--- src/hdl/ncff_pkg.sv ---
`default_nettype none

package ncff_pkg;

  // Fixed-point scale of the coordinate input (degrees * 10^7)
  localparam int unsigned CoordScale = 10000000;
  localparam logic [31:0] LatLimitE7 = 32'd900000000;

  // Reciprocal of 10^7, scaled by 2^55, exact for inputs below 2^31 + 1
  localparam int unsigned RecipE7Shift = 55;
  localparam logic [31:0] RecipE7      = 32'd3602879702;

  // Reciprocal of 1000, scaled by 2^34, exact for inputs below 2^24
  localparam int unsigned RecipE3Shift = 34;
  localparam logic [24:0] RecipE3      = 25'd17179870;

  localparam logic [23:0] RoundHalf   = 24'd500;
  localparam logic [13:0] Min4Wrap    = 14'd10000;
  localparam logic [5:0]  MinutesWrap = 6'd60;

  // ASCII codes
  localparam logic [7:0] ChZero  = 8'h30;
  localparam logic [7:0] ChNine  = 8'h39;
  localparam logic [7:0] ChDot   = 8'h2e;
  localparam logic [7:0] ChComma = 8'h2c;
  localparam logic [7:0] ChN     = 8'h4e;
  localparam logic [7:0] ChS     = 8'h53;
  localparam logic [7:0] ChE     = 8'h45;
  localparam logic [7:0] ChW     = 8'h57;

  // Character slots of a field; latitude starts at the tens of degrees
  localparam logic [3:0] PosDegH  = 4'd0;
  localparam logic [3:0] PosDegT  = 4'd1;
  localparam logic [3:0] PosDegO  = 4'd2;
  localparam logic [3:0] PosMinT  = 4'd3;
  localparam logic [3:0] PosMinO  = 4'd4;
  localparam logic [3:0] PosDot   = 4'd5;
  localparam logic [3:0] PosFrac3 = 4'd6;
  localparam logic [3:0] PosFrac2 = 4'd7;
  localparam logic [3:0] PosFrac1 = 4'd8;
  localparam logic [3:0] PosFrac0 = 4'd9;
  localparam logic [3:0] PosComma = 4'd10;
  localparam logic [3:0] PosHemi  = 4'd11;

  // Decimal digits of one formatted field
  typedef struct packed {
    logic       lon;
    logic       neg;
    logic [3:0] deg_h;
    logic [3:0] deg_t;
    logic [3:0] deg_o;
    logic [3:0] min_t;
    logic [3:0] min_o;
    logic [3:0] frac3;
    logic [3:0] frac2;
    logic [3:0] frac1;
    logic [3:0] frac0;
  } digits_t;

  // Quotient by ten for values below 128
  function automatic logic [3:0] div10(input logic [6:0] x);
    logic [14:0] p;
    p = {8'b0, x} * 15'd205;
    return p[14:11];
  endfunction

  // Remainder by ten for values below 128
  function automatic logic [3:0] mod10(input logic [6:0] x);
    logic [6:0] q10;
    q10 = {3'b0, div10(x)} * 7'd10;
    return 4'(x - q10);
  endfunction

  function automatic logic [7:0] digit_char(input logic [3:0] d);
    return ChZero + {4'b0, d};
  endfunction

endpackage

`default_nettype wire

--- src/hdl/nmea_coordinate_field_formatter_core.sv ---
`default_nettype none

// Formats one signed coordinate (degrees * 10^7 on s_axis_tdata, latitude or
// longitude selected by s_axis_tuser) into the NMEA text field ddmm.mmmm,H or
// dddmm.mmmm,H, one ASCII character per output transaction, tlast on the
// hemisphere letter. Minutes are rounded half up to four decimals; latitude
// above 90 degrees is clamped. A coordinate passes a seven-stage arithmetic
// pipeline (two reciprocal multiplies by 10^-7, one by 10^-3, then digit
// split) before the character serializer takes it. The serializer sends one
// character per cycle while the output is ready, so an item occupies the
// output for 11 characters (latitude) or 12 characters (longitude); items
// follow back to back, the next loaded as the hemisphere letter is taken,
// while the pipeline takes the next items in behind it.
module nmea_coordinate_field_formatter_core
  import ncff_pkg::*;
(
  input  wire logic        clk_i,
  input  wire logic        rst_ni,
  input  wire logic        s_axis_tvalid,
  output      logic        s_axis_tready,
  input  wire logic [31:0] s_axis_tdata,   // [31:0] coord_e7
  input  wire logic        s_axis_tuser,   // [0] req_type
  output      logic        m_axis_tvalid,
  input  wire logic        m_axis_tready,
  output      logic [7:0]  m_axis_tdata,   // [7:0] ascii_char
  output      logic        m_axis_tlast    // last_char
);

  // Pipeline control
  logic [6:0] v_q;
  logic       adv;
  logic       load;

  // Serializer state
  logic       busy_q;
  logic [3:0] idx_q;
  digits_t    rec_q;

  // Stage payloads
  logic        lon1_q, neg1_q;
  logic [31:0] mag1_q;
  logic        lon2_q, neg2_q;
  logic [31:0] mag2_q;
  logic [7:0]  deg2_q;
  logic        lon3_q, neg3_q;
  logic [7:0]  deg3_q;
  logic [29:0] mine7_3_q;
  logic        lon4_q, neg4_q;
  logic [7:0]  deg4_q;
  logic [29:0] mine7_4_q;
  logic [5:0]  min4_q;
  logic        lon5_q, neg5_q;
  logic [7:0]  deg5_q;
  logic [5:0]  min5_q;
  logic [23:0] rem5_q;
  logic        lon6_q, neg6_q;
  logic [7:0]  deg6_q;
  logic [5:0]  min6_q;
  logic [13:0] frac6_q;
  digits_t     dig7_q;

  // Stage logic signals
  logic        in_neg;
  logic [31:0] in_mag, in_abs;
  logic [63:0] deg_prod;
  logic [23:0] s3_frac;
  logic [31:0] s3_degscaled;
  logic [29:0] s3_mine7;
  logic [63:0] min_prod;
  logic [29:0] s5_minscaled;
  logic [23:0] s5_rem;
  logic [48:0] r_prod;
  logic [13:0] s6_min4, s6_min4w;
  logic        s6_c1, s6_c2;
  logic [5:0]  s6_min1, s6_minw;
  logic [7:0]  s6_deg;
  logic [1:0]  s7_degh;
  logic [6:0]  s7_degr;
  logic [27:0] s7_q3p;
  logic [3:0]  s7_q3;
  logic [9:0]  s7_r3;
  logic [15:0] s7_q2p;
  logic [3:0]  s7_q2;
  logic [6:0]  s7_r2;
  digits_t     s7_dig;

  // Advance the whole pipeline unless its last stage holds an unsent item
  assign load          = v_q[6] && (!busy_q || (m_axis_tready && idx_q == PosHemi));
  assign adv           = !v_q[6] || load;
  assign s_axis_tready = adv;

  always_ff @(posedge clk_i or negedge rst_ni) begin
    if (!rst_ni) begin
      v_q <= '0;
    end else if (adv) begin
      v_q <= {v_q[5:0], s_axis_tvalid};
    end
  end

  // Stage 1: magnitude and latitude clamp
  always_comb begin
    in_neg = s_axis_tdata[31];
    in_abs = in_neg ? (32'd0 - s_axis_tdata) : s_axis_tdata;
    in_mag = (!s_axis_tuser && in_abs > LatLimitE7) ? LatLimitE7 : in_abs;
  end

  // Stage 2: whole degrees
  assign deg_prod = {32'b0, mag1_q} * {32'b0, RecipE7};

  // Stage 3: fraction of a degree in 10^-7 minutes units
  always_comb begin
    s3_degscaled = {24'b0, deg2_q} * 32'(CoordScale);
    s3_frac      = 24'(mag2_q - s3_degscaled);
    s3_mine7     = {s3_frac, 6'b0} - {4'b0, s3_frac, 2'b0};
  end

  // Stage 4: whole minutes
  assign min_prod = {34'b0, mine7_3_q} * {32'b0, RecipE7};

  // Stage 5: minute remainder
  always_comb begin
    s5_minscaled = {24'b0, min4_q} * 30'(CoordScale);
    s5_rem       = 24'(mine7_4_q - s5_minscaled);
  end

  // Stage 6: round to four decimals and carry into minutes and degrees
  always_comb begin
    r_prod   = {25'b0, rem5_q + RoundHalf} * {24'b0, RecipE3};
    s6_min4  = r_prod[RecipE3Shift+13:RecipE3Shift];
    s6_c1    = s6_min4 >= Min4Wrap;
    s6_min4w = s6_c1 ? (s6_min4 - Min4Wrap) : s6_min4;
    s6_min1  = min5_q + {5'b0, s6_c1};
    s6_c2    = s6_min1 >= MinutesWrap;
    s6_minw  = s6_c2 ? (s6_min1 - MinutesWrap) : s6_min1;
    s6_deg   = deg5_q + {7'b0, s6_c2};
  end

  // Stage 7: split into decimal digits
  always_comb begin
    s7_degh = (deg6_q >= 8'd200) ? 2'd2 : ((deg6_q >= 8'd100) ? 2'd1 : 2'd0);
    s7_degr = 7'(deg6_q - 8'(s7_degh) * 8'd100);
    s7_q3p  = {14'b0, frac6_q} * 28'd8389;
    s7_q3   = s7_q3p[26:23];
    s7_r3   = 10'(frac6_q - 14'(s7_q3) * 14'd1000);
    s7_q2p  = {6'b0, s7_r3} * 16'd41;
    s7_q2   = s7_q2p[15:12];
    s7_r2   = 7'(s7_r3 - 10'(s7_q2) * 10'd100);
    s7_dig.lon   = lon6_q;
    s7_dig.neg   = neg6_q;
    s7_dig.deg_h = {2'b0, s7_degh};
    s7_dig.deg_t = div10(s7_degr);
    s7_dig.deg_o = mod10(s7_degr);
    s7_dig.min_t = div10({1'b0, min6_q});
    s7_dig.min_o = mod10({1'b0, min6_q});
    s7_dig.frac3 = s7_q3;
    s7_dig.frac2 = s7_q2;
    s7_dig.frac1 = div10(s7_r2);
    s7_dig.frac0 = mod10(s7_r2);
  end

  // Hold stage payloads while the pipeline is stalled
  always_ff @(posedge clk_i) begin
    if (adv) begin
      lon1_q    <= s_axis_tuser;
      neg1_q    <= in_neg;
      mag1_q    <= in_mag;
      lon2_q    <= lon1_q;
      neg2_q    <= neg1_q;
      mag2_q    <= mag1_q;
      deg2_q    <= deg_prod[RecipE7Shift+7:RecipE7Shift];
      lon3_q    <= lon2_q;
      neg3_q    <= neg2_q;
      deg3_q    <= deg2_q;
      mine7_3_q <= s3_mine7;
      lon4_q    <= lon3_q;
      neg4_q    <= neg3_q;
      deg4_q    <= deg3_q;
      mine7_4_q <= mine7_3_q;
      min4_q    <= min_prod[RecipE7Shift+5:RecipE7Shift];
      lon5_q    <= lon4_q;
      neg5_q    <= neg4_q;
      deg5_q    <= deg4_q;
      min5_q    <= min4_q;
      rem5_q    <= s5_rem;
      lon6_q    <= lon5_q;
      neg6_q    <= neg5_q;
      deg6_q    <= s6_deg;
      min6_q    <= s6_minw;
      frac6_q   <= s6_min4w;
      dig7_q    <= s7_dig;
    end
  end

  // Serializer: step one character per output transaction
  always_ff @(posedge clk_i or negedge rst_ni) begin
    if (!rst_ni) begin
      busy_q <= 1'b0;
      idx_q  <= PosDegH;
    end else if (load) begin
      busy_q <= 1'b1;
      idx_q  <= dig7_q.lon ? PosDegH : PosDegT;
    end else if (busy_q && m_axis_tready) begin
      if (idx_q == PosHemi) begin
        busy_q <= 1'b0;
      end else begin
        idx_q <= idx_q + 4'd1;
      end
    end
  end

  always_ff @(posedge clk_i) begin
    if (load) begin
      rec_q <= dig7_q;
    end
  end

  // Select the character at the current slot
  always_comb begin
    case (idx_q)
      PosDegH:  m_axis_tdata = digit_char(rec_q.deg_h);
      PosDegT:  m_axis_tdata = digit_char(rec_q.deg_t);
      PosDegO:  m_axis_tdata = digit_char(rec_q.deg_o);
      PosMinT:  m_axis_tdata = digit_char(rec_q.min_t);
      PosMinO:  m_axis_tdata = digit_char(rec_q.min_o);
      PosDot:   m_axis_tdata = ChDot;
      PosFrac3: m_axis_tdata = digit_char(rec_q.frac3);
      PosFrac2: m_axis_tdata = digit_char(rec_q.frac2);
      PosFrac1: m_axis_tdata = digit_char(rec_q.frac1);
      PosFrac0: m_axis_tdata = digit_char(rec_q.frac0);
      PosComma: m_axis_tdata = ChComma;
      default: begin
        if (rec_q.lon) begin
          m_axis_tdata = rec_q.neg ? ChW : ChE;
        end else begin
          m_axis_tdata = rec_q.neg ? ChS : ChN;
        end
      end
    endcase
  end

  assign m_axis_tvalid = busy_q;
  assign m_axis_tlast  = (idx_q == PosHemi);

endmodule

`default_nettype wire

--- config.mk ---
export PLATFORM = sky130hd
export DESIGN_NAME = nmea_coordinate_field_formatter_core
export DESIGN_NICKNAME = d
export VERILOG_FILES = /design/src/hdl/ncff_pkg.sv /design/src/hdl/nmea_coordinate_field_formatter_core.sv
export SDC_FILE = /design/constraint.sdc
export NUM_CORES = 2
export LEC_CHECK = 0
export BUFFER_PORTS_ARGS = -buffer_cell sky130_fd_sc_hd__buf_2
export CAP_MARGIN = 15
export CELL_PAD_IN_SITES_DETAIL_PLACEMENT = 2
export CELL_PAD_IN_SITES_GLOBAL_PLACEMENT = 2
export CORE_MARGIN = 2
export CORE_UTILIZATION = 40
export CTS_CLUSTER_SIZE = 28
export DETAILED_ROUTE_END_ITERATION = 8
export GPL_ROUTABILITY_DRIVEN = 0
export PLACE_DENSITY_LB_ADDON = 0.1
export SYNTH_ARGS = -nofsm -noshare
export SYNTH_HDL_FRONTEND = slang
export SYNTH_SLANG_ARGS = --single-unit
--- constraint.sdc ---
create_clock -name clk_i -period 39.9 [get_ports clk_i]
set_clock_uncertainty 0.2 [all_clocks]
set_input_delay 1.995 -clock clk_i [delete_from_list [all_inputs] [get_ports clk_i]]
set_output_delay 1.995 -clock clk_i [all_outputs]
set_load 0.01 [all_outputs]
-- Word-level counts from Yosys, hierarchy flattened
Index checks and enable logic that the tools add are counted.
- bits in latches: 0
- logic and storage cells: 139
- ROM bits: 0
- flip-flop bits (word level): 300
- bits of input ports: 37
- RAM bits: 0
- output and inout port bits: 11
- memories kept: 0
- reductions and logical operators: 14
- shift-type cells: 0
- div/mod/pow operators: 0
- bitwise logic cells: 0
- multiply operators: 16
- eq/ne operators: 12
- magnitude comparators: 5
- $add $sub $neg: 25
- mux-type cells: 16
- operators with widths (operator ; number):
    one-hot mux 7 bit (11 select lines) ; 1
    multiplier 32 x 31 -> 62 bit, second input constant ; 1
    multiplier 30 x 31 -> 60 bit, second input constant ; 1
    adder 6 x 4 -> 7 bit, first input constant ; 7
    subtractor 24 bit ; 2
    multiplier 24 x 24 -> 47 bit, second input constant ; 1
    greater-than comparator 32 x 30 -> 1 bit, second input constant ; 1
    two-way mux 32 bit ; 1
    subtractor 1 x 32 -> 32 bit, first input constant ; 1
    multiplier 7 x 8 -> 15 bit, second input constant ; 2
    subtractor 30 x 26 -> 30 bit ; 1
    multiplier 14 x 14 -> 27 bit, second input constant ; 1
    adder 24 x 9 -> 24 bit, second input constant ; 1
    multiplier 6 x 17 -> 17 bit, second input constant ; 1
    multiplier 8 x 17 -> 17 bit, second input constant ; 1
    equality test 4 x 3 -> 1 bit, second input constant ; 4
    equality test 4 bit, second input constant ; 4
    multiplier 10 x 6 -> 16 bit, second input constant ; 1
    two-way mux 5 bit ; 3
    >= comparator 14 bit, second input constant ; 1
    multiplier 6 x 8 -> 14 bit, second input constant ; 1
    two-way mux 14 bit ; 1
    subtractor 14 bit, second input constant ; 1
    subtractor 7 bit ; 2
    other kinds (29) ; 47

-- Logic depth before layout (Yosys ltp)
- depth in word-level cells: 9
- depth in mapped cells: 65
- mapped depth without buffers: 65

-- Worst setup path after synthesis
No wires, ideal clock.
- kind: reg2reg
- from: reg frac6_q[6]
- to: reg dig7_q[3] in the netlist's numbering, data pin
- setup slack: 25.480 ns
- library setup time: 0.261 ns
- required time: 39.439 ns
- data arrival time: 13.959 ns
- stages on the path, launching flop included: 62
- buffers on the path: 0
- period minus slack after synthesis: 14.420 ns
- path through: edfxtp_1 -> ha_1 -> ha_1 -> ha_1 -> ha_1 -> fa_1 -> inv_1 -> fa_1 -> inv_1 -> ha_1 -> a21o_1 -> a21o_1 -> a21o_1 -> a21o_1 -> a21oi_1 -> o21ai_0 -> o21ai_0 -> nor2b_1 -> [26 not listed] -> ha_1 -> fa_1 -> inv_1 -> fa_1 -> inv_1 -> ha_1 -> a31o_2 -> a21o_1 -> a21oi_1 -> o21bai_1 -> a21oi_1 -> inv_1 -> a21oi_1 -> xnor2_1 -> fa_1 -> xnor2_1 -> xnor2_1 -> xnor2_1
- RTL lines (what ; line ; source):
    from (decl) ; nmea_coordinate_field_formatter_core.sv:59 ; logic [13:0] frac6_q;
    from (signal assigned) ; nmea_coordinate_field_formatter_core.sv:189 ; frac6_q <= s6_min4w;
    to (signal assigned) ; nmea_coordinate_field_formatter_core.sv:190 ; dig7_q <= s7_dig;
    to (decl) ; nmea_coordinate_field_formatter_core.sv:60 ; digits_t dig7_q;

==> flow_summary.ini <==
[global_route]
grt_antenna_before_repair = 7
grt-ovfl-total = 0
grt_pass1_wl_mm = 300.6
track_usage_pct = 24.61
first_global_vias = 49870
grt_max_degree = 68

[critical_path]
max_stage_delay_ns = 0.60
rrSetupSlack_ns = 23.42
crit_cells = 61
cp-start-kind = register
cp.required_ns = 40.04
cpMostUsedCell = ha_1
cp_top_family = adder cells
worstSetupPathType = reg2reg
cp_slowest_cell = o21ai_0
critPathCaptureType = register
cp_max_fo = 6
rr_worst_depth = 61
arrival_ns = 16.62
crit_buf_inv = 8

[clock_network]
clock_sinks = 294
clockRootBuffer = clkbuf_16
clkTransAtPathRegs_ns = 0.06
postCtsSetupBuffers = 0
cts_tree = yes
ctsResizeCount = 0
clk_latency_ns = 0.63
hold_buffers = 0
cts_buffers = 42
clock_path_buffers = 3
htree_num_levels = 2

[yosys]
synth-seq-area-share_pct = 13.87
yosys-top-cells-count = inv_1 (1771), ha_1 (1258), fa_1 (1127), edfxtp_1 (282), a21oi_1 (155)
synth_most_common_cell = inv_1
netlist_top_cells_area = fa_1 (36%), ha_1 (25%), edfxtp_1 (13%), inv_1 (11%), xnor2_1 (2.1%)
synth_edf_count = 282
netlist-cell-type-count = 86
async_flop_share_pct = 4.082
ys_warn_count = 0
syn_inst = 5926
synthFlopType = edfxtp_1
syn_avg_cell_area_um2 = 10.67
synth_nets = 8348
synth_area_leader_cell = fa_1
syn_area_um2 = 63200
synth-seq-cells = 294
yosysTopAreaCellShare_pct = 35.70

[timing]
period_share_pct = 41.29
slew_violations = 0
period_minus_slack_ns = 16.48
rsz0062_at_grt = false
setup_viol = 0
fin_setup_tns_ns = 0
relSlewSlack_pct = 18.74
hold_viol_final = 0
timing.fmax_ghz = 0.06069
tightest_slew_ns = 1.206

[run]
drv_cap = 0

[detailed_routing]
vias = 41820
drc_errors = 0
wl_per_cell_um = 23.76
routed_wl_mm = 192.6
final_antenna_net_count = 0
drt-vias-per-instance = 5.158
drt_pass1_iterations = 5
drt-initial-drc-count = 1666

[die]
dieHeight_um = 401.5
die_area_um2 = 161200
core_region_area_um2 = 156600
rows = 145
io_pins = 48
fp.dieW_um = 401.5
initial_core_util_pct = 40.37

[final_layout]
final_cells = 8107
areaGrowthSynthToFinish_pct = 6.838
nets = 8439
drive_gt1_share_pct = 3.009
fin_area_um2 = 67530

[outcome]
status = completed

[placed_design]
place_area_um2 = 66150
dp_hpwl_mm = 170.7
io_buffers = 46
placed_cells = 8031

[worst_hold_path]
hp-class = reg2reg
whs_path_depth = 0
## worst paths after layout
path                             from        end
max in group asynchronous      rst_ni     v_q[6]
min in group asynchronous      rst_ni   idx_q[2]
max reg2reg                frac6_q[6]  dig7_q[3]
min reg2reg                 deg4_q[5]  deg5_q[5]
min                         deg4_q[5]  deg5_q[5]
max                        frac6_q[6]  dig7_q[3]
## routing by layer
layer | share of wire [%] | GRT usage, %
met2 | 51 | 44.54
met4 | 3.7 | 7.938
met3 | 2.6 | 2.139
met5 | 0.0062 | 0
met1 | 43 | 30.84
## metrics by stage
step	setup slack [ns]	util (%)	hold WS, ns
CTS	23.28	43.13	0.2036
global placement	23.92	42.25	0.2006
floorplan	25.48	-	0.2003
global route	22.45	43.13	0.2205
detailed placement	23.39	42.25	0.2052
finish	23.42	43.13	0.2070
## state kept, by name (all words and copies together) (netlist names), 7 cells and up
name       cells
deg5_q         8
mag2_q        24
mine7_4_q     22
deg2_q         8
v_q            7
deg6_q         8
rec_q         35
mine7_3_q     28
rem5_q        22
frac6_q       14
mag1_q        32
deg3_q         8
deg4_q         8
dig7_q        35
## final cells by class
| cell class | instances | area (um2) |
|---|---|---|
| Timing Repair Buffer | 83 | 505.5 |
| Multi-Input combinational cell | 3825 | 47650 |
| Tap cell | 2058 | 2575 |
| Clock buffer | 50 | 1081 |
| Sequential cell | 294 | 8768 |
| Clock inverter | 25 | 294.0 |
| Inverter | 1771 | 6648 |
| Antenna cell | 1 | 2.502 |
| Fill cell | 16350 | 89040 |
## kinds of logic after synthesis
logic type               share of synthesized area (%)
AO/OA/AOI/OAI                                    6.448
XOR/XNOR                                         3.292
AND/OR/NAND/NOR                                  4.660
other                                         0.005933
flip-flops                                       13.87
adder cells (fa/ha/maj)                          60.63
multiplexers                                    0.3266
buffers and inverters                            10.76
## cell usage in the layout (no fill, tap or decap), types with 12 or more instances in the layout
cell type     n
o21a_1       21
nand2b_1     28
and2_1       12
clkbuf_16    42
nand4_1      38
a31oi_1      24
o21ai_0     105
nand3_1      64
edfxtp_1    282
and3_1       29
a211oi_1     31
fa_1       1127
buf_2        47
a21o_1       80
xor2_1       81
nor2_1      129
a21oi_1     155
or3_1        22
nor4_1       12
and4_1       14
xnor2_1     154
buf_4        36
nand2_1     112
nor3_1       45
o31ai_1      17
o21bai_1     28
ha_1       1258
nor2b_1      25
dfrtp_1      12
inv_1      1771
o211ai_1     20
Power is left out: the tool's default activity adds up to more than one toggle a clock period on the data nets, which glitch-free logic cannot reach.
